==> config.mk <==
export PLATFORM = sky130hd
export DESIGN_NAME = sspr_sqrt_cell
export DESIGN_NICKNAME = d
export VERILOG_FILES = /design/src/rtl/core/sspr_pkg.sv /design/src/rtl/core/sspr_sqrt_cell.sv
export SDC_FILE = /design/constraint.sdc
export NUM_CORES = 1
export LEC_CHECK = 0
export BUFFER_PORTS_ARGS = -buffer_cell sky130_fd_sc_hd__buf_2
export CAP_MARGIN = 20
export CORE_MARGIN = 2
export CORE_UTILIZATION = 59
export DETAILED_ROUTE_END_ITERATION = 7
export GPL_ROUTABILITY_DRIVEN = 0
export PLACE_DENSITY = 0.95
export SYNTH_ARGS = -nofsm -noshare
export SYNTH_HDL_FRONTEND = slang
export SYNTH_SLANG_ARGS = --single-unit
==> constraint.sdc <==
create_clock -name i_clk -period 6.1 [get_ports i_clk]
set_input_delay 0.305 -clock i_clk [delete_from_list [all_inputs] [get_ports i_clk]]
set_output_delay 0.305 -clock i_clk [all_outputs]
set_load 0.01 [all_outputs]
==> src/rtl/core/sspr_pkg.sv <==
// ----------------------------------------------------------------------------
// sspr_pkg: shared types and constants for sprite screen projection
// Payload structs, angle constants, pipeline sizes and the CORDIC angle table.
// ----------------------------------------------------------------------------
package sspr_pkg;

    // input beat
    typedef struct packed {
        logic signed [15:0] sprite_x;
        logic signed [15:0] sprite_y;
        logic signed [15:0] viewer_x;
        logic signed [15:0] viewer_y;
        logic signed [15:0] viewer_heading;
    } t_in;

    // output beat
    typedef struct packed {
        logic        [16:0] distance;
        logic signed [15:0] center_column;
        logic        [10:0] half_width;
        logic               visible;
    } t_out;

    // configuration register indexes
    typedef enum logic [0:0] {
        CFG_FOV  = 1'b0,
        CFG_COLS = 1'b1
    } t_cfg_idx;

    localparam int ANG_PI       = 25736;
    localparam int ANG_HALF_PI  = 12868;
    localparam int MIN_DIST     = 26;
    localparam int FOV_RESET    = 6434;
    localparam int COLS_RESET   = 120;
    localparam int HW_MAX       = 2047;

    localparam int CORDIC_STEPS = 14;
    localparam int CW           = 28;   // CORDIC x/y width
    localparam int SQ_W         = 33;   // squared distance width
    localparam int SQRT_STEPS   = 17;
    localparam int COL_DW       = 28;   // column dividend magnitude width
    localparam int COL_VW       = 16;   // column divisor width (2*fov)
    localparam int DIST_W       = 17;
    localparam int LAT          = 48;   // beats in flight, input reg to output reg

    // atan(2^-i) in Q3.13
    function automatic logic signed [15:0] atan_q13(input int i);
        logic signed [15:0] v;
        case (i)
            0:       v = 16'sd6434;
            1:       v = 16'sd3798;
            2:       v = 16'sd2007;
            3:       v = 16'sd1019;
            4:       v = 16'sd511;
            5:       v = 16'sd256;
            6:       v = 16'sd128;
            7:       v = 16'sd64;
            8:       v = 16'sd32;
            9:       v = 16'sd16;
            10:      v = 16'sd8;
            11:      v = 16'sd4;
            12:      v = 16'sd2;
            13:      v = 16'sd1;
            default: v = 16'sd0;
        endcase
        return v;
    endfunction

endpackage

==> src/rtl/core/sspr_sqrt_cell.sv <==
// ----------------------------------------------------------------------------
// sspr_sqrt_cell: one digit of the integer square root
// Tries one result bit against the running remainder and hands on.
// ----------------------------------------------------------------------------
module sspr_sqrt_cell import sspr_pkg::*; #(
    parameter int K = 0
) (
    input  logic            i_clk,
    input  logic            i_en,
    input  logic [SQ_W-1:0] i_n,
    input  logic [SQ_W-1:0] i_res,
    output logic [SQ_W-1:0] o_n,
    output logic [SQ_W-1:0] o_res
);

    logic [SQ_W-1:0] w_bit;
    logic [SQ_W:0]   w_sum;
    logic            w_ge;
    logic [SQ_W-1:0] n_n, n_res;
    logic [SQ_W-1:0] r_n, r_res;

    // trial subtract of res + bit
    always_comb begin
        w_bit = SQ_W'(1) << K;
        w_sum = {1'b0, i_res} + {1'b0, w_bit};
        w_ge  = {1'b0, i_n} >= w_sum;
        n_n   = w_ge ? (i_n - w_sum[SQ_W-1:0]) : i_n;
        n_res = w_ge ? ((i_res >> 1) + w_bit) : (i_res >> 1);
    end

    always_ff @(posedge i_clk) begin
        if (i_en) begin
            r_n   <= n_n;
            r_res <= n_res;
        end
    end

    assign o_n   = r_n;
    assign o_res = r_res;

endmodule

# Yosys cells after proc, flatten, opt, wreduce, memory -nomap -nowiden
# Cells that the tools add are included.
classes:
  add_sub_neg: 3
  magnitude_cmp: 1
  n_mux: 2
op_table:
  columns: ["operator", "n"]
  rows:
  - ["adder 33 x 1 -> 34 bit, second input constant", 1]
  - [">= comparator 33 x 34 -> 1 bit", 1]
  - ["adder 32 x 1 -> 33 bit, second input constant", 1]
  - ["two-way mux 33 bit", 1]
  - ["subtractor 33 bit", 1]
  - ["two-way mux 32 bit", 1]
word_totals:
  word_cells: 9
  inputBits: 68
  output_inout_bits: 66
  register_bits: 66

# Longest topological paths before layout
logic_depth:
  word_depth: 3
  depth_mapped: 20
  mapped_depth_nobuf: 17

# Worst setup path after synthesis
# No wires, ideal clock.
synth_timing:
  path_type: "input to register"
  start: "input port i_res[0]"
  end: "register r_res[6] (netlist: o_res[6]) (data pin)"
  required_ps: 5842
  cell_stages: 19
  path_buffers: 2
  setup_ps: 258
  arrival_ps: 3727
  path_slack_ps: 2115
  cell_sequence: "ha_1 -> nand3_1 -> or2_2 -> nor2_1 -> nand3_1 -> nor2_1 -> nand2_1 -> xor2_1 -> ha_1 -> clkbuf_1 -> nand2_1 -> nor4_1 -> nand2_1 -> nor3_1 -> o211ai_2 -> and2_4 -> buf_8 -> or3_1 -> xnor2_1"
synth_between:
  elab_chain_len: 3
synth_rtl:
  columns: ["item", "line", "text"]
  rows:
  - ["from (decl)", "sspr_sqrt_cell.sv:11", "input logic [SQ_W-1:0] i_res,"]
  - ["adder 33 x 1 -> 34 bit", "sspr_sqrt_cell.sv:25", "w_sum = {1'b0, i_res} + {1'b0, w_bit};"]
  - [">= comparator 33 x 34 -> 1 bit", "sspr_sqrt_cell.sv:26", "w_ge = {1'b0, i_n} >= w_sum;"]
  - ["two-way mux 32 bit", "sspr_sqrt_cell.sv:28", "n_res = w_ge ? ((i_res >> 1) + w_bit) : (i_res >> 1);"]
  - ["named net n_res[6]", "sspr_sqrt_cell.sv:19", "logic [SQ_W-1:0] n_n, n_res;"]
  - ["to (signal assigned)", "sspr_sqrt_cell.sv:34", "r_res <= n_res;"]
  - ["to (decl)", "sspr_sqrt_cell.sv:20", "logic [SQ_W-1:0] r_n, r_res;"]
# The timed path passes the listed nets, and every way through them passes these cells.
# A chain may end at the register's enable or synchronous reset.

# Worst setup path after layout
# Ends and elaborated chain as after synthesis.

==> run_results.csv <==
group,metric,value,unit
cts,cts_setup_buffers,0,
pwr,max-vdd-ir-drop,0.0001240,V
sta,timing_limited_maximum_frequency,207.6,MHz
route,via_count,5273,
sta,grt_setup_unrepaired,"no",
sta,report.final.hold_viol_count,0,
cts,cts_num_sinks,66,
global_routing,grt_start_max_net_pins,86,
sta,max_slew.worst_pin.slew,0.9434,ns
cells_and_area,finish.net_count,821,
cells_and_area,fillerInstances,645,
yosys,synthesis.yosys.warnings,0,
floorplan,floorplan.io_pins,134,
cells_and_area,layout_overhead_on_the_synthesized_area,16.61,%
floorplan,die_width,99.48,um
placed_design,hpwlAfterDp,11210,um
run_status,violations,"DRC",
global_routing,grt_antenna_before_repair,1,
worst_setup_path,worstPathRequired,6.21,ns
sta,layout_min_cycle_time,4.818,ns
sta,slew-limit-headroom,36.28,%
min_path,hold_path_depth,3,
yosys,postSynth.asyncResetShare,0,%
yosys,synthesis.area_per_instance,9.040,um^2
worst_setup_path,critPathLaunchType,"primary input",
global_routing,grt_pass1_wl,23990,um
route,vias_per_cell,6.345,
cts,cts_hold_buf,0,
sta,whs,0.2487,ns
cts,ctsLongestPathBuffers,2,
cts,cts-buffers-inserted,9,
floorplan,std_cell_rows,34,
floorplan,die_y_extent,99.48,um
yosys,ys_ff_latch,66,
placed_design,port_buffer_count,133,
cells_and_area,final_cell_mix,"133 x sky130_fd_sc_hd__buf_2, 90 x sky130_fd_sc_hd__nand2_1, 66 x sky130_fd_sc_hd__edfxtp_1",
yosys,postSynth.topFlopCell,"sky130_fd_sc_hd__edfxtp_1",
yosys,count_of_flip_flops_with_a_built_in_enable_after_synthesis,66,
route,drc_errors,16,
pwr,pwr_density_cell,231.2,nW/um^2
floorplan,floorplan.die_area,9896,um^2
floorplan,placeableCoreArea,8763,um^2
yosys,synth.net_count,699,
worst_setup_path,critPathMaxFanout,85,
worst_setup_path,endpoint_kind,"flop",
sta,report.final.slew_viol_count,0,
route,post_drt_wl_per_cell,18.43,um
yosys,netlist_instances,595,
global_routing,grt_pass1_vias,4969,
yosys,syn_area,5379,um^2
sta,final-setup-viol-count,0,
worst_setup_path,crit_buf_inv,1,
run,max_cap_viol_count,0,
sta,min_period_over_period,78.98,%
global_routing,grt_remaining_overflow,0,
worst_setup_path,crit_path_frequent_cell,"sky130_fd_sc_hd__nand2_1",
yosys,synth_seq_area_share,36.85,%
worst_setup_path,worst-endpoint-arrival,4.93,ns
cts,clk_transition_reported_paths,0.09,ns
cells_and_area,final_layout_size_suffix_gt1_share,22.30,%
worst_setup_path,setup.worst_path.class,"primary input to flop",
route,wirelength,15320,um
route,final_antenna_net_count,0,
worst_setup_path,critical-path-slowest-cell,"sky130_fd_sc_hd__nor4_1",
worst_setup_path,family_with_the_most_delay_on_the_worst_path,"simple AND/OR/NAND/NOR gates",
route,first_iter_violations,758,
cts,number_of_h_tree_levels,3,
sta,fin_setup_tns,0,ns
floorplan,starting_utilization_of_the_core_area,61.38,%
cts,cts_tree,"yes",
worst_setup_path,slowest_delay,0.47,ns
min_path,timing.hold.worst.class,"primary input to flop",
worst_setup_path,critical_path_depth,18,
run_status,status,"complete, but fails checks",
cells_and_area,final_common_cell,"sky130_fd_sc_hd__buf_2",
worst_setup_path,cell_chain_critical_path,"buf_2, ha_1, nand3_1, or2_2, nor2_1, nand3_1, nor2_1, nand2_1, xor2_1, ha_1, nand2_1, nor4_1, nand2_1, nor3_1, o211ai_2, and2_4, or3_1, xnor2_1",
pwr,totalPowerFinal,1450,uW
global_routing,grt_usage,30.58,%
pwr,static-leakage-power,0.002588,uW
cts,clock_tree.root_cell,"sky130_fd_sc_hd__clkbuf_8",
yosys,ys_types,55,
route,drt_first_pass_iters,8,
cts,cts_repair_resize_count,0,
==> through the flow <==
step / util, % / cells / setup WS [ns] / cell area [um^2]
floorplan: - / 595 / 2.115 / 5379
global placement: 68.97 / 814 / 1.155 / 6045
detailed placement: 68.97 / 814 / 1.142 / 6045
CTS: 71.54 / 830 / 1.472 / 6270
global route: 71.54 / 830 / 0.9891 / 6270
finish: 71.57 / 831 / 1.282 / 6272
==> cell usage after synthesis (all sizes together) (2+ instances only) <==
| cell type | instances | area [um^2] |
|---|---|---|
| nand2b | 4 | 25.02 |
| ha | 35 | 437.9 |
| a21oi | 29 | 145.1 |
| or4 | 3 | 22.52 |
| and3 | 7 | 43.79 |
| a31oi | 6 | 37.54 |
| a21boi | 3 | 22.52 |
| o211ai | 4 | 35.03 |
| and4 | 3 | 26.28 |
| a21o | 14 | 105.1 |
| a211oi | 4 | 30.03 |
| or2 | 3 | 18.77 |
| o21a | 4 | 30.03 |
| nand3 | 16 | 80.08 |
| buf | 11 | 93.84 |
| clkbuf | 12 | 48.79 |
| xnor2 | 46 | 402.9 |
| o41ai | 2 | 17.52 |
| nor3 | 20 | 105.1 |
| nor4 | 14 | 87.58 |
| nand4 | 15 | 121.4 |
| nor2 | 43 | 161.4 |
| and2 | 3 | 21.27 |
| edfxtp | 66 | 1982 |
| nor2b | 5 | 31.28 |
| a221o | 3 | 30.03 |
| inv | 18 | 67.56 |
| nand2 | 90 | 337.8 |
| o21bai | 2 | 15.01 |
| xor2 | 44 | 385.4 |
| o31ai | 3 | 22.52 |
| nor4b | 2 | 17.52 |
| or3 | 3 | 18.77 |
| o21ai | 46 | 230.2 |
==> state kept, by name (all words and copies together) (netlist names) <==
register / count
o_n: 33
o_res: 33
==> cell type report <==
class / instances / area (um^2) / area share [%]
Clock inverter: 7 / 101.3 / 1.616
Multi-Input combinational cell: 488 / 3187 / 50.81
Inverter: 18 / 67.56 / 1.077
Antenna cell: 1 / 2.502 / 0.03990
Sequential cell: 66 / 1982 / 31.60
Clock buffer: 9 / 123.9 / 1.975
Tap cell: 108 / 135.1 / 2.154
Timing Repair Buffer: 134 / 673.1 / 10.73
==> power breakdown <==
part | total, uW | switching [uW] | internal, uW | leakage, uW
Combinational | 442 | 273 | 169 | 0.00184
Sequential | 577 | 12.6 | 565 | 0.000645
Clock | 431 | 198 | 233 | 0.000106
Total | 1450 | 484 | 967 | 0.00259
==> kinds of logic after synthesis <==
family,count (synthesis),share of synthesized area [%]
simple gates,232,20.93
flops,66,36.85
compound gates,130,15.14
xor+xnor,90,14.65
buf+inv,41,3.908
fa+ha+maj,36,8.514
==> path summary, 6_finish.rpt <==
check                      end  startpoint
worst max-delay path  o_res[6]    i_res[0]
worst min-delay path   o_n[24]     i_n[24]
==> routing by layer <==
metal,GRT usage (%),wire (um)
met4,15.70,802
met2,50.16,7013
met1,37.77,5930
met5,0,13
met3,7.098,1557
Power figures use the tool's default switching activity.
