**config.mk**
```make
export PLATFORM = sky130hd
export DESIGN_NAME = sspr_div_cell
export DESIGN_NICKNAME = d
export VERILOG_FILES = /design/src/rtl/core/sspr_div_cell.sv
export SDC_FILE = /design/constraint.sdc
export NUM_CORES = 1
export LEC_CHECK = 0
export BUFFER_PORTS_ARGS = -buffer_cell sky130_fd_sc_hd__buf_2
export CAP_MARGIN = 10
export CELL_PAD_IN_SITES_DETAIL_PLACEMENT = 1
export CELL_PAD_IN_SITES_GLOBAL_PLACEMENT = 1
export CORE_UTILIZATION = 40
export CTS_CLUSTER_DIAMETER = 30
export CTS_CLUSTER_SIZE = 10
export DETAILED_ROUTE_END_ITERATION = 16
export GPL_TIMING_DRIVEN = 0
export HOLD_SLACK_MARGIN = 0.15
export PLACE_DENSITY = 0.84
export RECOVER_POWER = 100
export SYNTH_ARGS = -nofsm -noshare
export SYNTH_HDL_FRONTEND = slang
export SYNTH_SLANG_ARGS = --single-unit
```
**constraint.sdc**
```tcl
create_clock -name i_clk -period 4.9 [get_ports i_clk]
set_input_delay 0.735 -clock i_clk [delete_from_list [all_inputs] [get_ports i_clk]]
set_output_delay 0.735 -clock i_clk [all_outputs]
set_load 0.05 [all_outputs]
```
**src/rtl/core/sspr_div_cell.sv**
```systemverilog
// ----------------------------------------------------------------------------
// sspr_div_cell: one restoring division step
// Shifts in one dividend bit, subtracts the divisor if it fits, emits a
// quotient bit into the low end of the shared dividend/quotient word.
// ----------------------------------------------------------------------------
module sspr_div_cell #(
    parameter int DW = 28,
    parameter int VW = 16
) (
    input  logic          i_clk,
    input  logic          i_en,
    input  logic [VW-1:0] i_rem,
    input  logic [DW-1:0] i_qr,
    input  logic [VW-1:0] i_div,
    output logic [VW-1:0] o_rem,
    output logic [DW-1:0] o_qr,
    output logic [VW-1:0] o_div
);

    logic [VW:0]   w_trial;
    logic          w_ge;
    logic [VW:0]   w_diff;
    logic [VW-1:0] n_rem;
    logic [DW-1:0] n_qr;
    logic [VW-1:0] r_rem, r_div;
    logic [DW-1:0] r_qr;

    always_comb begin
        w_trial = {i_rem, i_qr[DW-1]};
        w_ge    = w_trial >= {1'b0, i_div};
        w_diff  = w_trial - {1'b0, i_div};
        n_rem   = w_ge ? w_diff[VW-1:0] : w_trial[VW-1:0];
        n_qr    = {i_qr[DW-2:0], w_ge};
    end

    always_ff @(posedge i_clk) begin
        if (i_en) begin
            r_rem <= n_rem;
            r_qr  <= n_qr;
            r_div <= i_div;
        end
    end

    assign o_rem = r_rem;
    assign o_qr  = r_qr;
    assign o_div = r_div;

endmodule

```
* After elaboration in Yosys (flattened, before gate mapping)
Index checks and enable logic that the tools add are counted.
Storage, ports and cells: output and inout port bits 60, bits of input ports 62, word-level logic and storage cells 6, flip-flop bits (word level) 60
Cells by class: $add $sub $neg 1, muxes and demuxes 1, $lt $le $gt $ge 1
Operator list (count):
- greater-or-equal comparator 17 x 16 -> 1 bit | 1
- 2-to-1 mux 16 bit | 1
- subtractor 16 bit | 1

* Logic depth before layout (Yosys ltp)
Gate-level depths: netlist of the first run.
depth after elaboration 2, depth in mapped cells 10, mapped depth without buffers 9

* Worst setup path after synthesis of the first run
OpenSTA, ideal clock, no wires.
path type input-to-reg, start in i_div[4], end reg r_rem[10] (netlist: o_rem[10]), data pin, library setup time 0.260 ns, arrival time 2.623 ns, required time 4.640 ns, path slack 2.016 ns, path buffers 1, cell stages on the path 9, path through inv_1 > ha_1 > a211oi_1 > o211ai_1 > o21ai_2 > o211ai_2 > a31oi_4 > buf_6 > mux2_4
On the way: cells in the longest elaborated chain, start to end 2, elaborated cells between the ends (all ways) 3
RTL lines:
- start, declared | RTL line 14 | input logic [VW-1:0] i_div,
- subtractor 16 bit / greater-or-equal comparator 17 x 16 -> 1 bit (equally long branches) | RTL line 31, 30
- 2-to-1 mux 16 bit * | RTL line 32 | n_rem = w_ge ? w_diff[VW-1:0] : w_trial[VW-1:0];
- via n_rem[10] | RTL line 23 | logic [VW-1:0] n_rem;
- end signal, assigned | RTL line 38 | r_rem <= n_rem;
- end, declared | RTL line 25 | logic [VW-1:0] r_rem, r_div;
Mark *: on every way through the listed nets, which the timed path passes. The rest lies on a longest branch. A chain may end at the register's enable or synchronous reset.

* Worst setup path after layout of the first run
start in i_rem[3], end reg r_rem[14] (netlist: o_rem[14]), data pin
On the way: cells in the longest elaborated chain, start to end 2, elaborated cells between the ends (all ways) 3
RTL lines:
- start, declared | RTL line 12 | input logic [VW-1:0] i_rem,
- subtractor 16 bit / greater-or-equal comparator 17 x 16 -> 1 bit (equally long branches) | RTL line 31, 30
- 2-to-1 mux 16 bit * | RTL line 32
- via n_rem[14] | RTL line 23
Marks and branches as above.

==> results of run 1 <==
[power groups by stage]
stage | Clock, uW | Sequential, uW | Combinational [uW]
after global routing | 557 | 648 | 444
final | 533 | 642 | 414
after detailed placement | 0 | 652 | 434
after CTS | 541 | 641 | 436
after global placement | 0 | 647 | 424
after floorplan | 0 | 832 | 136
[cell type report]
class | count | area share
Buffer | 4 | 0.00626
Clock buffer | 11 | 0.0346
Clock inverter | 5 | 0.0264
Inverter | 22 | 0.0217
Multi-Input combinational cell | 129 | 0.268
Sequential cell | 60 | 0.474
Tap cell | 96 | 0.0316
Timing Repair Buffer | 122 | 0.137
[worst max-delay path by stage]
stage | start | end | slack (ns) | depth (start not counted)
after floorplan | i_div[4] | o_rem[10] | 2.02 | 9
final | i_rem[3] | o_rem[14] | 1.09 | 9
after detailed placement | i_qr[27] | o_rem[12] | 1.53 | 10
after CTS | i_qr[27] | o_rem[12] | 1.89 | 10
after global placement | i_qr[27] | o_rem[12] | 1.56 | 10
after global routing | i_div[8] | o_rem[8] | 0.87 | 10
[metal layers]
layer,GRT usage,part of all wire
met1,0.250,0.41
met4,0.0864,0.018
met5,0,0
met3,0.0575,0.079
met2,0.347,0.49
[flip-flops by register name, summed over array words and instances (netlist names)]
register / cells
o_rem: 16
o_qr: 28
o_div: 16
[cell usage after synthesis, drive strengths merged]
| cell type | n |
|---|---|
| nor3b | 1 |
| nand3b | 1 |
| a21oi | 14 |
| a21boi | 2 |
| buf | 3 |
| a32o | 1 |
| mux2i | 2 |
| o211a | 1 |
| a211oi | 5 |
| nand3 | 3 |
| nor2b | 3 |
| a211o | 1 |
| xor2 | 3 |
| o31ai | 1 |
| o31a | 2 |
| o22ai | 1 |
| o211ai | 2 |
| clkbuf | 1 |
| nand2 | 8 |
| o21ai | 13 |
| edfxtp | 60 |
| nand4 | 3 |
| nor2 | 12 |
| xnor2 | 6 |
| a31oi | 1 |
| a21o | 7 |
| fa | 1 |
| nor3 | 1 |
| or4 | 1 |
| ha | 16 |
| inv | 22 |
| o21a | 3 |
| mux2 | 13 |
| a311o | 1 |
[through the flow]
stage,power (uW),instances,instance area (sq um),hold WS (ns),worst slack (ns)
final,1590,449,3800,0.563,1.09
after global routing,1650,449,3800,0.554,0.871
after CTS,1620,448,3900,0.556,1.89
after detailed placement,1090,432,3670,0.914,1.53
after global placement,1070,432,3670,0.912,1.56
after floorplan,968,215,2950,0.834,2.02
[critical path: stages]
cell	delay, ns
buf_2	0.11
ha_1	0.38
a211oi_1	0.36
o211ai_1	0.19
o21ai_2	0.22
o211ai_2	0.11
a31oi_1	0.81
clkbuf_1	0.65
mux2_4	0.35
[cell usage in the layout (no fill, tap or decap), drive strengths merged, types with 2 or more instances in the layout]
cell and instances:
a211oi 5, a21boi 2, a21o 7, a21oi 14, buf 53, bufinv 3
clkbuf 84, clkinv 2, edfxtp 60, ha 16, inv 22, mux2 13
mux2i 2, nand2 8, nand3 3, nand4 3, nor2 12, nor2b 3
o211ai 2, o21a 3, o21ai 13, o31a 2, xnor2 6, xor2 3
[logic make-up (layout without fill, tap and decap cells)]
logic type | Yosys count | after routing | share of synthesized area
flops | 60 | 60 | 0.611
compound gates | 55 | 55 | 0.128
simple gates | 33 | 33 | 0.0560
buf+inv | 26 | 164 | 0.0386
fa+ha+maj | 17 | 17 | 0.0747
mux | 15 | 15 | 0.0641
xor+xnor | 9 | 9 | 0.0268
==> run_results.csv, run 1 <==
group,metric,value,unit
run_status,status,"finished with violations",
run_status,failed_checks,"capacitance limit, slew limit",
die,core_area,6940,sq um
synthesis,synth.distinct_cells,39,
power,seq_power_share,0.404,
clock_tree,ctsResizeCount,0,
routing,drt_iter0_drc,56,
setup_path,critPathKind,"input pin to flop",
die,start_util,0.424,
place,gp_congestion,0.785,
clock_tree,root_buffer,"clkbuf_8",
clock_tree,hold_buffers,0,
sta,maxSlewHeadroom,-0.286,
run,cap_violations,1,
sta,hold_viol_final,0,
min_path,whs_endpoint,"o_qr[4]",
min_path,worstHoldStart,"i_qr[3]",
clock_tree,clock-sinks,60,
synthesis,syn_area,2950,sq um
finish,drive_gt1_frac,0.241,
clock_tree,cts_buffers,9,
power,internal_power,1080,uW
setup_path,startpoint_type,"input pin",
synthesis,ys_warn_count,0,
clock_tree,cts_max_level,3,
sta,max_freq,262,MHz
die,io_pins,122,
routing,drc,0,
global_route,grt_max_degree,61,
sta,setup_viol,0,
sta,rsz0062_at_grt,"no",
min_path,whs_path_depth,1,
synthesis,yosys.area.top_type_share,0.611,
finish,area_delta_synth_final,28.9,%
global_route,grt.total_usage,0.207,
min_path,min_path_type,"input pin to flop",
setup_path,crit_required,4.99,ns
clock_tree,cts_tree,"yes",
place,dpl.hpwl,5680,um
setup_path,crit_fanout,10,
power,clock_power_share,0.335,
synthesis,synth-seq-cells,60,
sta,slew_violations,38,
clock_tree,post_cts_buffers,0,
global_route,antenna_found_initial,0,
clock_tree,clockBufferDepth,2,
synthesis,netlist_top_cells_area,"edfxtp_1 (61%), ha_1 (6.8%), mux2_4 (3.1%), inv_1 (2.8%), mux2_2 (2.7%)",
global_route,grt_pass1_wl,11700,um
power,p_comb_frac,0.261,
routing,drt_first_pass_iters,4,
finish,nFillCells,814,
routing,wl,7530,um
power,leakage,0.00156,uW
die,dieArea,7710,sq um
power,switching_share,0.322,
synthesis,syn-num-nets,294,
die,die_x,87.8,um
routing,num_vias,2250,
synthesis,synth_area_per_cell,13.7,sq um
synthesis,yosysSeqAreaShare,0.611,
global_route,grt_overflow,0,
finish,fin_util,0.547,
routing,ant_nets,0,
clock_tree,clk_pin_slew,0.07,ns
power,p_per_area,419,nW/um^2
finish,n_antenna_cell,0,
place,port_buffers,121,
sta,finalCritPeriodShare,0.778,
finish,ff_latch_area,1800,sq um
sta,setup_tns,0,ns
global_route,grt_pass1_vias,2314,
finish,final_nets,427,
setup_path,end_kind,"flop",
synthesis,synth_top_area_cell,"edfxtp_1",
finish,multi_input_area,1020,sq um
sta,min_period,3.81,ns
power,peakVddDrop,0.000176,V
routing,avgRoutedWirePerCell,16.8,um
setup_path,crit_arrival,3.91,ns
routing,viasPerCell,5.01,
synthesis,synthCells,215,
die,num_rows,30,
sta,tightest_slew,1.93,ns
power,switchingPower,512,uW
die,die_height,87.8,um
Note: power is estimated with default switching activity, not from simulation.
==> inputs of run 2 (changes only) <==
Settings changed: ABC_AREA set to 1, CORE_UTILIZATION 40 to 36, PLACE_DENSITY 0.84 to 0.79.
Clock period 4.9 ns to 3.57 ns, I/O delays scaled along.
==> run_results.csv, run 2 <==
group,metric,value,unit
run_status,status,"finished, final reports clean",
finish,area_delta_synth_final,28.3,%
synthesis,synthSimpleGateAreaFrac,0.229,
synthesis,synth_common_cells,"nand2_1 (120), edfxtp_1 (60), inv_1 (60)",
routing,drt_iter0_drc,102,
synthesis,syn_area,3120,sq um
die,num_rows,33,
die,dieArea,9040,sq um
die,die_x,95.1,um
synthesis,synth_top_area_cell,"edfxtp_1",
clock_tree,cts_buffers,9,
clock_tree,hold_buffers,0,
place,dpl.hpwl,6130,um
routing,met2_length,3860,um
routing,avgRoutedWirePerCell,14.0,um
routing,drc,0,
clock_tree,post_cts_buffers,0,
routing,wl,7980,um
finish,largest_reg_flops,28,
run,cap_violations,0,
clock_tree,ctsResizeCount,0,
sta,rsz0062_at_grt,"no",
power,leakage,0.00191,uW
finish,drive_gt1_frac,0.154,
synthesis,synth_edf_count,60,
routing,met3_length,518,um
routing,drt_first_pass_iters,4,
synthesis,ys_warn_count,0,
finish,nFillCells,1033,
clock_tree,clockBufferDepth,2,
finish,final_cell_mix,"nand2_1 (121), clkbuf_1 (72), inv_1 (60), edfxtp_1 (60), buf_2 (50)",
die,core_area,8300,sq um
setup_path,crit_required,3.78,ns
min_path,min_path_type,"input pin to flop",
synthesis,synth_fa_ha_area_frac,0.0706,
routing,num_vias,2665,
setup_path,startpoint_type,"input pin",
clock_tree,clk_pin_slew,0.07,ns
clock_tree,root_buffer,"clkbuf_8",
clock_tree,cts_tree,"yes",
routing,viasPerCell,4.66,
place,gp_congestion,0.824,
routing,ant_nets,0,
synthesis,ys_async_sr_fraction,0,
place,port_buffers,121,
synthesis,netlist_top_cells_area,"edfxtp_1 (58%), nand2_1 (14%), inv_1 (7.2%), ha_1 (6.4%), nand3_1 (2.7%)",
sta,setup_tns,0,ns
sta,slew_violations,0,
die,start_util,0.376,
finish,fin_util,0.483,
sta,max_freq,423,MHz
synthesis,yosys.area.top_type_share,0.577,
synthesis,synth-xor-area-share,0.0168,
global_route,grt_overflow,0,
synthesis,synth_top_family_by_area,"simple AND/OR/NAND/NOR gates",
sta,min_period,2.36,ns
sta,finalCritPeriodShare,0.662,
synthesis,yosysMostFrequentCell,"nand2_1",
power,peakVddDrop,0.000194,V
synthesis,yosysSeqAreaShare,0.577,
synthesis,synth.distinct_cells,22,
setup_path,critPathKind,"input pin to flop",
finish,multi_input_area,1040,sq um
setup_path,end_kind,"flop",
global_route,grt_max_degree,61,
finish,final_common_cell,"nand2_1",
setup_path,crit_arrival,2.57,ns
synthesis,synth_mux_area_frac,0,
global_route,antenna_found_initial,0,
setup_path,crit_fanout,10,
sta,maxSlewHeadroom,0.305,
synthesis,synth_area_per_cell,9.48,sq um
clock_tree,cts_max_level,3,
global_route,grt_pass1_wl,12500,um
synthesis,synthCells,329,
global_route,grt_pass1_vias,2664,
synthesis,syn-num-nets,408,
die,io_pins,122,
finish,final_nets,541,
synthesis,synth_compound_area_frac,0.0200,
synthesis,ys.flop_type,"edfxtp_1",
sta,hold_viol_final,0,
sta,setup_viol,0,
global_route,grt.total_usage,0.182,
power,p_per_area,546,nW/um^2
die,die_height,95.1,um
sta,tightest_slew,1.04,ns
synthesis,synth-seq-cells,60,
clock_tree,clock-sinks,60,
finish,n_antenna_cell,0,
routing,wl_met1,3530,um
finish,ff_latch_area,1800,sq um
routing,top_layer,"met4",
[run 2: cell count changes in the layout (fill, tap and decap cells not counted), moves of 7 or more]
cell / change
nand2_1: +113
mux2_2: -7
a21o_1: -7
inv_1: +38
nand3_1: +16
o21ai_0: -10
[run 2: where the power goes]
group	switching, uW	leakage, uW	internal [uW]
Combinational	433	0.00121	130
Clock	289	0.000117	461
Sequential	17.1	0.000587	858
[run 2: path summary, 6_finish.rpt]
check  slack, ns     start  cells past startpoint         to
max         1.21  i_div[8]                     13  o_rem[12]
min         0.36   i_qr[0]                      1    o_qr[1]
[run 2: through the flow]
stage,total power (uW),instance area (sq um),instances,hold WS (ns),setup WS [ns]
2_1_floorplan,1310,3120,329,0.634,1.56
3_3_place_gp,1460,3860,555,0.712,1.18
3_5_place_dp,1480,3860,555,0.715,1.17
4_1_cts,2230,4100,571,0.354,1.53
5_1_grt,2290,4010,572,0.350,0.953
6_report,2190,4010,572,0.365,1.21
[run 2: cells by family (layout without fill, tap and decap cells)]
group           count (synthesis)  count (layout)
fa+ha+maj                      17              17
flops                          60              60
xor+xnor                        6               6
simple gates                  171             171
compound gates                 12              12
buf+inv                        63             201
[run 2: per-layer routing]
layer | up-vias | track usage
li1 | 1324 | -
met1 | 1241 | 0.225
met2 | 90 | 0.314
met3 | 10 | 0.0470
met4 | 0 | 0.0467
met5 | - | 0
[run 2: final cells by class]
class,count,share of cell area
Buffer,3,0.00875
Tap cell,105,0.0328
Clock buffer,9,0.0309
Sequential cell,60,0.450
Multi-Input combinational cell,206,0.259
Clock inverter,7,0.0287
Inverter,60,0.0562
Timing Repair Buffer,122,0.134
[run 2: worst max-delay path: stages]
cell and delay [ns]:
clkbuf_1 0.13, inv_1 0.06, ha_1 0.36, nand2_1 0.14
nor2_1 0.15, nand3_1 0.12, nand3_1 0.13, nand2_1 0.08
nand2_2 0.07, clkbuf_1 0.44, buf_12 0.20, nand3_1 0.08
nand2_1 0.06
