[config.mk]
export PLATFORM = sky130hd
export DESIGN_NAME = sspr_cordic_cell
export DESIGN_NICKNAME = d
export VERILOG_FILES = /design/src/rtl/core/sspr_pkg.sv /design/src/rtl/core/sspr_cordic_cell.sv
export SDC_FILE = /design/constraint.sdc
export NUM_CORES = 1
export LEC_CHECK = 0
export BUFFER_PORTS_ARGS = -buffer_cell sky130_fd_sc_hd__buf_2
export CAP_MARGIN = 20
export CORE_ASPECT_RATIO = 0.9
export CORE_MARGIN = 4
export CORE_UTILIZATION = 54
export DETAILED_ROUTE_END_ITERATION = 12
export PLACE_DENSITY = 0.82
export SYNTH_ARGS = -nofsm -noshare
export SYNTH_HDL_FRONTEND = slang
export SYNTH_SLANG_ARGS = --single-unit
[constraint.sdc]
create_clock -name i_clk -period 11.9 [get_ports i_clk]
set_clock_uncertainty 0.2 [all_clocks]
set_input_delay 0 -clock i_clk [delete_from_list [all_inputs] [get_ports i_clk]]
set_output_delay 0 -clock i_clk [all_outputs]
set_load 0.02 [all_outputs]
[src/rtl/core/sspr_pkg.sv]
// ----------------------------------------------------------------------------
// sspr_pkg: shared types and constants for sprite screen projection
// Payload structs, angle constants, pipeline sizes and the CORDIC angle table.
// ----------------------------------------------------------------------------
package sspr_pkg;

    // input beat
    typedef struct packed {
        logic signed [15:0] sprite_x;
        logic signed [15:0] sprite_y;
        logic signed [15:0] viewer_x;
        logic signed [15:0] viewer_y;
        logic signed [15:0] viewer_heading;
    } t_in;

    // output beat
    typedef struct packed {
        logic        [16:0] distance;
        logic signed [15:0] center_column;
        logic        [10:0] half_width;
        logic               visible;
    } t_out;

    // configuration register indexes
    typedef enum logic [0:0] {
        CFG_FOV  = 1'b0,
        CFG_COLS = 1'b1
    } t_cfg_idx;

    localparam int ANG_PI       = 25736;
    localparam int ANG_HALF_PI  = 12868;
    localparam int MIN_DIST     = 26;
    localparam int FOV_RESET    = 6434;
    localparam int COLS_RESET   = 120;
    localparam int HW_MAX       = 2047;

    localparam int CORDIC_STEPS = 14;
    localparam int CW           = 28;   // CORDIC x/y width
    localparam int SQ_W         = 33;   // squared distance width
    localparam int SQRT_STEPS   = 17;
    localparam int COL_DW       = 28;   // column dividend magnitude width
    localparam int COL_VW       = 16;   // column divisor width (2*fov)
    localparam int DIST_W       = 17;
    localparam int LAT          = 48;   // beats in flight, input reg to output reg

    // atan(2^-i) in Q3.13
    function automatic logic signed [15:0] atan_q13(input int i);
        logic signed [15:0] v;
        case (i)
            0:       v = 16'sd6434;
            1:       v = 16'sd3798;
            2:       v = 16'sd2007;
            3:       v = 16'sd1019;
            4:       v = 16'sd511;
            5:       v = 16'sd256;
            6:       v = 16'sd128;
            7:       v = 16'sd64;
            8:       v = 16'sd32;
            9:       v = 16'sd16;
            10:      v = 16'sd8;
            11:      v = 16'sd4;
            12:      v = 16'sd2;
            13:      v = 16'sd1;
            default: v = 16'sd0;
        endcase
        return v;
    endfunction

endpackage

[src/rtl/core/sspr_cordic_cell.sv]
// ----------------------------------------------------------------------------
// sspr_cordic_cell: one vectoring micro-rotation
// Rotates (x, y) toward the x axis and accumulates the angle.
// ----------------------------------------------------------------------------
module sspr_cordic_cell import sspr_pkg::*; #(
    parameter int I = 0
) (
    input  logic                 i_clk,
    input  logic                 i_en,
    input  logic signed [CW-1:0] i_x,
    input  logic signed [CW-1:0] i_y,
    input  logic signed [15:0]   i_z,
    input  logic                 i_zero,
    output logic signed [CW-1:0] o_x,
    output logic signed [CW-1:0] o_y,
    output logic signed [15:0]   o_z,
    output logic                 o_zero
);

    logic signed [CW-1:0] w_xs, w_ys;
    logic signed [CW-1:0] n_x, n_y;
    logic signed [15:0]   n_z;
    logic signed [CW-1:0] r_x, r_y;
    logic signed [15:0]   r_z;
    logic                 r_zero;

    // rotate toward positive angle while residual y is above zero
    always_comb begin
        w_xs = i_x >>> I;
        w_ys = i_y >>> I;
        if (i_y > 0) begin
            n_x = i_x + w_ys;
            n_y = i_y - w_xs;
            n_z = i_z + atan_q13(I);
        end else begin
            n_x = i_x - w_ys;
            n_y = i_y + w_xs;
            n_z = i_z - atan_q13(I);
        end
    end

    always_ff @(posedge i_clk) begin
        if (i_en) begin
            r_x    <= n_x;
            r_y    <= n_y;
            r_z    <= n_z;
            r_zero <= i_zero;
        end
    end

    assign o_x    = r_x;
    assign o_y    = r_y;
    assign o_z    = r_z;
    assign o_zero = r_zero;

endmodule

; Word-level counts from Yosys, hierarchy flattened
; Cells that the tools add are included.
; W data, S select, Z words.
[totals]
in_bits = 75
out_inout_bits = 73
regBits = 73
elab_cells = 13
[classes]
addsub = 5
order_cmp = 1
muxes = 3
[op_table]
columns = operator, n
row1 = $mux W28, 2
row2 = $sub A28 B28 Y28, 2
row3 = $add A28 B28 Y28, 1
row4 = $gt A28 B1 Y1 const B, 1
row5 = $add A16 B14 Y16 const B, 1
row6 = $mux W16, 1
row7 = $sub A16 B14 Y16 const B, 1

; Depth between registers and ports, before layout
; Gate-level depths: netlist (run 1).
[logic_depth]
word_depth = 2
mapped_depth = 17
ltp_nobuf = 15

; Worst setup path before layout (run 1)
; OpenSTA, ideal clock, no wires.
[synth_timing]
kind = input -> register
startpoint = in i_y[9]
endpoint = reg r_z[14], in the netlist o_z[14] (data pin)
n_path_buf = 3
t_required_ps = 11442
setup_ps = 258
setup_slack_ps = 7987
t_arrival_ps = 3456
stages = 17
path_cell_list = nor4_1 > nand4_1 > nor2_1 > or2_2 > clkbuf_1 > clkbuf_1 > buf_1 > ha_1 > a21o_1 > a21o_1 > a21oi_1 > o21ai_0 > a41o_1 > o41ai_1 > o21bai_1 > a21oi_1 > xnor2_1
[synth_via]
elab_chain_cells = 2
[synth_lines]
columns = item, line_no
row1 = from (decl), sspr_cordic_cell.sv:11  ; input logic signed [CW-1:0] i_y,
row2 = $gt A28 B1 Y1, sspr_cordic_cell.sv:31  ; if (i_y > 0) begin
row3 = $mux W16, sspr_cordic_cell.sv:31
row4 = named net n_z[14], sspr_cordic_cell.sv:22  ; logic signed [15:0] n_z;
row5 = to (signal assigned), sspr_cordic_cell.sv:46  ; r_z <= n_z;
row6 = to (decl), sspr_cordic_cell.sv:24  ; logic signed [15:0] r_z;
; The timed path passes the listed nets, and every way through them passes these cells.
; A chain may end at the register's enable or synchronous reset.

; Worst setup path after layout (run 1)
[layout_timing]
startpoint = in i_y[0]
endpoint = reg r_z[15], in the netlist o_z[15] (data pin)
; The elaborated chain is that of the path after synthesis.

==> results of run 1 <==
## flip-flops by register name, indices dropped and copies added (netlist names)
register	count
o_zero	1
o_z	16
o_x	28
o_y	27
## cells in the mapped netlist (5+ instances only)
cell type | number | area share
a21oi_1 | 107 | 0.071
ha_1 | 94 | 0.16
nor2_1 | 92 | 0.046
inv_1 | 87 | 0.043
edfxtp_1 | 72 | 0.29
xnor2_1 | 52 | 0.061
o21ai_0 | 41 | 0.027
nand2_1 | 36 | 0.018
a21o_1 | 33 | 0.033
clkbuf_1 | 22 | 0.011
o21bai_1 | 18 | 0.018
nor3_1 | 16 | 0.011
nand3_1 | 15 | 0.010
xor2_1 | 13 | 0.015
mux2i_1 | 12 | 0.016
or3_1 | 11 | 0.0092
buf_1 | 10 | 0.0050
nand4_1 | 10 | 0.0083
nor2b_1 | 9 | 0.0075
nor4_1 | 9 | 0.0075
a211oi_1 | 8 | 0.0080
a31oi_1 | 8 | 0.0067
nand2b_1 | 8 | 0.0067
o21a_1 | 7 | 0.0070
o31ai_1 | 7 | 0.0070
o211ai_1 | 6 | 0.0060
o221ai_1 | 6 | 0.0070
buf_4 | 5 | 0.0050
## timing repair
item | 4_1_cts | 5_1_grt
endpoints found under the hold margin | 15 | 0
resized for setup | 0 | 0
endpoints found under the setup margin | 0 | 0
hold buffers | 17 | 0
## layer usage
layer	track usage	vias up
li1	-	3422
met1	0.381	3258
met2	0.384	383
met3	0.0419	35
met4	0.0812	0
met5	0	-
## metrics by stage
stage	total power (W)	hold slack, ns	utilization
2_1_floorplan	0.000634	-0.101	-
3_3_place_gp	0.000751	-0.0208	0.614
3_5_place_dp	0.000757	-0.0200	0.614
4_1_cts	0.00100	0.00160	0.645
5_1_grt	0.00106	0.0450	0.646
6_report	0.00100	0.0126	0.646
## path summary, 6_finish.rpt
check	cells after the start	slack (ns)	to
min	4	0.01	o_z[2]
max	19	6.30	o_z[15]
## power by group
group	leakage, nW	internal [W]	switching (W)
sequential	0.705	0.000337	0.00000933
clock	0.124	0.000140	0.0000968
combinational	3.19	0.000153	0.000267
## cells by family (layout without fill, tap and decap cells)
| family | after synthesis | after routing | share of synthesized area |
|---|---|---|---|
| flip-flops | 72 | 72 | 0.288 |
| AND/OR/NAND/NOR | 226 | 226 | 0.144 |
| XOR/XNOR | 65 | 65 | 0.0757 |
| multiplexers | 12 | 12 | 0.0160 |
| AO/OA/AOI/OAI | 278 | 278 | 0.239 |
| other | 0 | 1 | 0 |
| buffers and inverters | 132 | 274 | 0.0708 |
| adder cells (fa/ha/maj) | 98 | 98 | 0.167 |
## cell type report
class                           instances  share of cell area
Tap cell                              168              0.0241
Clock inverter                          4             0.00244
Sequential cell                        72               0.248
Clock buffer                           12              0.0271
Antenna cell                            1            0.000287
Timing Repair Buffer                  167               0.106
Multi-Input combinational cell        679               0.553
Inverter                               91              0.0392
==> impl_metrics.json, run 1 <==
{
  "core-area_um2": 13500,
  "mostFrequentLayoutCell": "buf_2",
  "port_buffers": 147,
  "antenna_found_initial": 1,
  "critPathMaxFanout": 71,
  "dieHeight_um": 120,
  "drt-total-wl_um": 21000,
  "ant_nets": 0,
  "ys_ff_latch": 72,
  "hold_class": "in2reg",
  "rows": 40,
  "die_x_um": 132,
  "worst_pin_slew_ns": 0.916,
  "fill_cells": 1183,
  "wl_met1_um": 9470,
  "grt_overflow": 0,
  "fin_ws_ns": 6.30,
  "htreeDepth": 3,
  "gp_congestion": 0.981,
  "async_flop_share": 0,
  "grt_pass1_wl_um": 33300,
  "cpMaxStageDelayCell": "buf_4",
  "clk_pin_slew_ns": 0.05,
  "max_freq_mhz": 179,
  "path_cells": "dlygate4sd3_1 -> buf_2 -> nor4_1 -> nand4_1 -> nor2_1 -> or2_2 -> buf_4 -> inv_2 -> fa_1 -> nor2b_1 -> o21a_1 -> nor2_1 -> o21bai_1 -> a31oi_1 -> o211ai_1 -> a31o_2 -> a21oi_1 -> xnor2_1 -> dlygate4sd3_1",
  "arrival_ns": 5.47,
  "cp_num_buf_inv": 5,
  "synth-edff-count": 72,
  "nNetsFinal": 1193,
  "stdcell_count": 1194,
  "ys_types": 68,
  "dp_cells": 1160,
  "grtUsageTotal": 0.257,
  "synth_ff_type": "edfxtp_1",
  "dr.pass1.iters": 6,
  "slew_viol_final": 0,
  "design_area_um2": 8720,
  "required_ns": 11.77,
  "route.met3.wl_um": 2170,
  "vdd_drop_max_v": 0.0000575,
  "multiInputGateArea_um2": 4820,
  "dieArea_um2": 15900,
  "min_from": "i_z[2]",
  "pre_cts_ws_ns": 7.01,
  "yosysSeqAreaShare": 0.288,
  "crit_start": "i_y[0]",
  "final.setup.tns_ns": 0,
  "path_delay_family": "buffers and inverters",
  "area_growth_pct": 16.1,
  "dp.final_hpwl_um": 16500,
  "register_area_um2": 2160,
  "top_layer": "met4",
  "initial_core_util": 0.556,
  "setup.worst_path.end_class": "register",
  "drtIter0Drc": 754,
  "cts_root_buf": "clkbuf_16",
  "post_dp_cell_area_um2": 8290,
  "clkSinkCount": 72,
  "yosysWarnings": 0,
  "min_period_ns": 5.60,
  "status": "finished clean",
  "dr_wl_met2_um": 8850,
  "setup_viol": 0,
  "cts_tree": "built",
  "slowest_delay_ns": 0.65,
  "syn_nets": 1056,
  "drive_gt1_frac": 0.179,
  "wl_per_cell_um": 17.6,
  "grt_pass1_vias": 6467,
  "worstSetupStartpointType": "input port",
  "cts_setup_buffers": 0,
  "drc": 0,
  "fin_crit_sh": 0.470,
  "most-common-layout-cells": "buf_2 (147), a21oi_1 (107), ha_1 (94), nor2_1 (92), inv_1 (87)",
  "drt-vias-per-instance": 5.94,
  "drv_cap": 0,
  "p_leak_nw": 4.02,
  "ios": 148,
  "clk_path_buf_depth": 2,
  "grt_max_degree": 73,
  "maxSlewHeadroom": 0.390,
  "crit_type": "in2reg",
  "netlist_area_um2": 7520,
  "pwr_density_cell_nw_per_um2": 115,
  "hold_viol": 0,
  "vias": 7098,
  "syn_area_per_cell_um2": 8.51,
  "netlist_instances": 883,
  "numCtsBuffers": 9,
  "rsz0062_at_grt": "false"
}
(Power assumes the default switching activity.)
==> run 2, diff against run 1 <==
Settings changed: CORE_UTILIZATION 54 to 52, PLACE_DENSITY 0.82 to 0.83.
Clock period 11.9 ns to 4.6 ns, I/O delays scaled along.
==> impl_metrics.json, run 2 (synthesis results as in run 1) <==
{
  "status": "finished clean",
  "wl_per_cell_um": 17.3,
  "die_x_um": 135,
  "antenna_found_initial": 0,
  "mostFrequentLayoutCell": "buf_2",
  "diodes": 0,
  "grt_overflow": 0,
  "maxSlewHeadroom": 0.491,
  "most-common-layout-cells": "buf_2 (147), a21oi_1 (107), ha_1 (94), nor2_1 (92), inv_1 (87)",
  "hold_ws_ns": 0.00326,
  "rows": 41,
  "cts_root_buf": "clkbuf_16",
  "critPathMaxFanout": 12,
  "dr.pass1.iters": 6,
  "vdd_drop_max_v": 0.000151,
  "grt_pass1_wl_um": 32800,
  "p_total_w": 0.00259,
  "cts_tree": "built",
  "setup.worst_path.end_class": "register",
  "drtIter0Drc": 830,
  "required_ns": 4.47,
  "rsz0062_at_grt": "false",
  "fill_cells": 1215,
  "dieHeight_um": 122,
  "area_growth_pct": 17.0,
  "clk_pin_slew_ns": 0.06,
  "cts_setup_buffers": 0,
  "ios": 148,
  "final.setup.tns_ns": 0,
  "gp_congestion": 1.02,
  "grtUsageTotal": 0.250,
  "grt_pass1_vias": 6376,
  "p_leak_nw": 4.04,
  "numCtsBuffers": 9,
  "nNetsFinal": 1197,
  "drt-total-wl_um": 21100,
  "slew_viol_final": 0,
  "setup_viol": 0,
  "port_buffers": 147,
  "max_freq_mhz": 233,
  "fin_crit_sh": 0.932,
  "dp.final_hpwl_um": 16700,
  "arrival_ns": 4.16,
  "crit_start": "i_y[0]",
  "drv_cap": 0,
  "dp_cells": 1187,
  "min_from": "i_y[27]",
  "largest_reg_flops": 28,
  "clk_path_buf_depth": 2,
  "grt_max_degree": 73,
  "crit_type": "in2reg",
  "hold_class": "in2reg",
  "drive_gt1_frac": 0.181,
  "vias": 7219,
  "dieArea_um2": 16400,
  "ant_nets": 0,
  "drt-vias-per-instance": 5.91,
  "clkSinkCount": 72,
  "min_period_ns": 4.29,
  "worstSetupStartpointType": "input port",
  "core-area_um2": 14100,
  "pwr_density_cell_nw_per_um2": 295,
  "initial_core_util": 0.533,
  "htreeDepth": 3,
  "hold_viol": 0,
  "stdcell_count": 1221,
  "drc": 0,
  "worst_pin_slew_ns": 0.763
}
run 2: final timing paths:
| path | cells past startpoint | slack (ns) | to |
|---|---|---|---|
| max | 18 | 0.31 | o_z[15] |
| min | 3 | 0.003 | o_x[27] |
run 2: final cells by class:
cell class	count	area [µm²]	share of cell area
Inverter	91	342	0.0388
Tap cell	193	241	0.0275
Sequential cell	72	2160	0.246
Multi-Input combinational cell	679	4830	0.549
Timing Repair Buffer	171	963	0.110
Clock buffer	10	229	0.0260
Clock inverter	5	25.0	0.00285
run 2: per-stage QoR:
stage                     utilization  worst slack [ns]  area (µm²)
after CTS                       0.623            0.0780        8780
after global routing            0.623            0.0893        8790
after floorplan                     -             0.687        7520
final                           0.623             0.312        8790
after detailed placement        0.591             0.669        8340
after global placement          0.591             0.748        8340
run 2: critical path, cell delays in order:
cell and delay [ns]:
dlygate4sd3_1 0.55, buf_2 0.16, nor4_2 0.32, nand4_1 0.16, nor2_1 0.24, or2_4 0.26, inv_2 0.16, fa_1 0.43
nor2b_1 0.14, o21a_1 0.12, nor2_1 0.05, o21bai_1 0.17, a31oi_1 0.15, o211ai_1 0.29, a31o_2 0.21, a21oi_1 0.07
xnor2_1 0.12, dlygate4sd3_1 0.55
run 2: layer usage:
| metal | vias up | GRT usage | share of wire |
|---|---|---|---|
| met1 | 3322 | 0.360 | 0.43 |
| met5 | - | 0 | 0 |
| li1 | 3425 | - | - |
| met3 | 50 | 0.0409 | 0.11 |
| met4 | 0 | 0.0789 | 0.027 |
| met2 | 422 | 0.386 | 0.43 |
run 2: power by group:
group | internal, W | switching [W] | leakage (nW)
sequential | 0.000871 | 0.0000249 | 0.705
clock | 0.000356 | 0.000249 | 0.123
combinational | 0.000402 | 0.000690 | 3.21
run 2: timing repair:
| action | in CTS | in global routing |
|---|---|---|
| gates resized for setup | 0 | 2 |
| endpoints found under the hold margin | 26 | 0 |
| setup endpoints to repair | 0 | 1 |
| hold buffers | 19 | 0 |
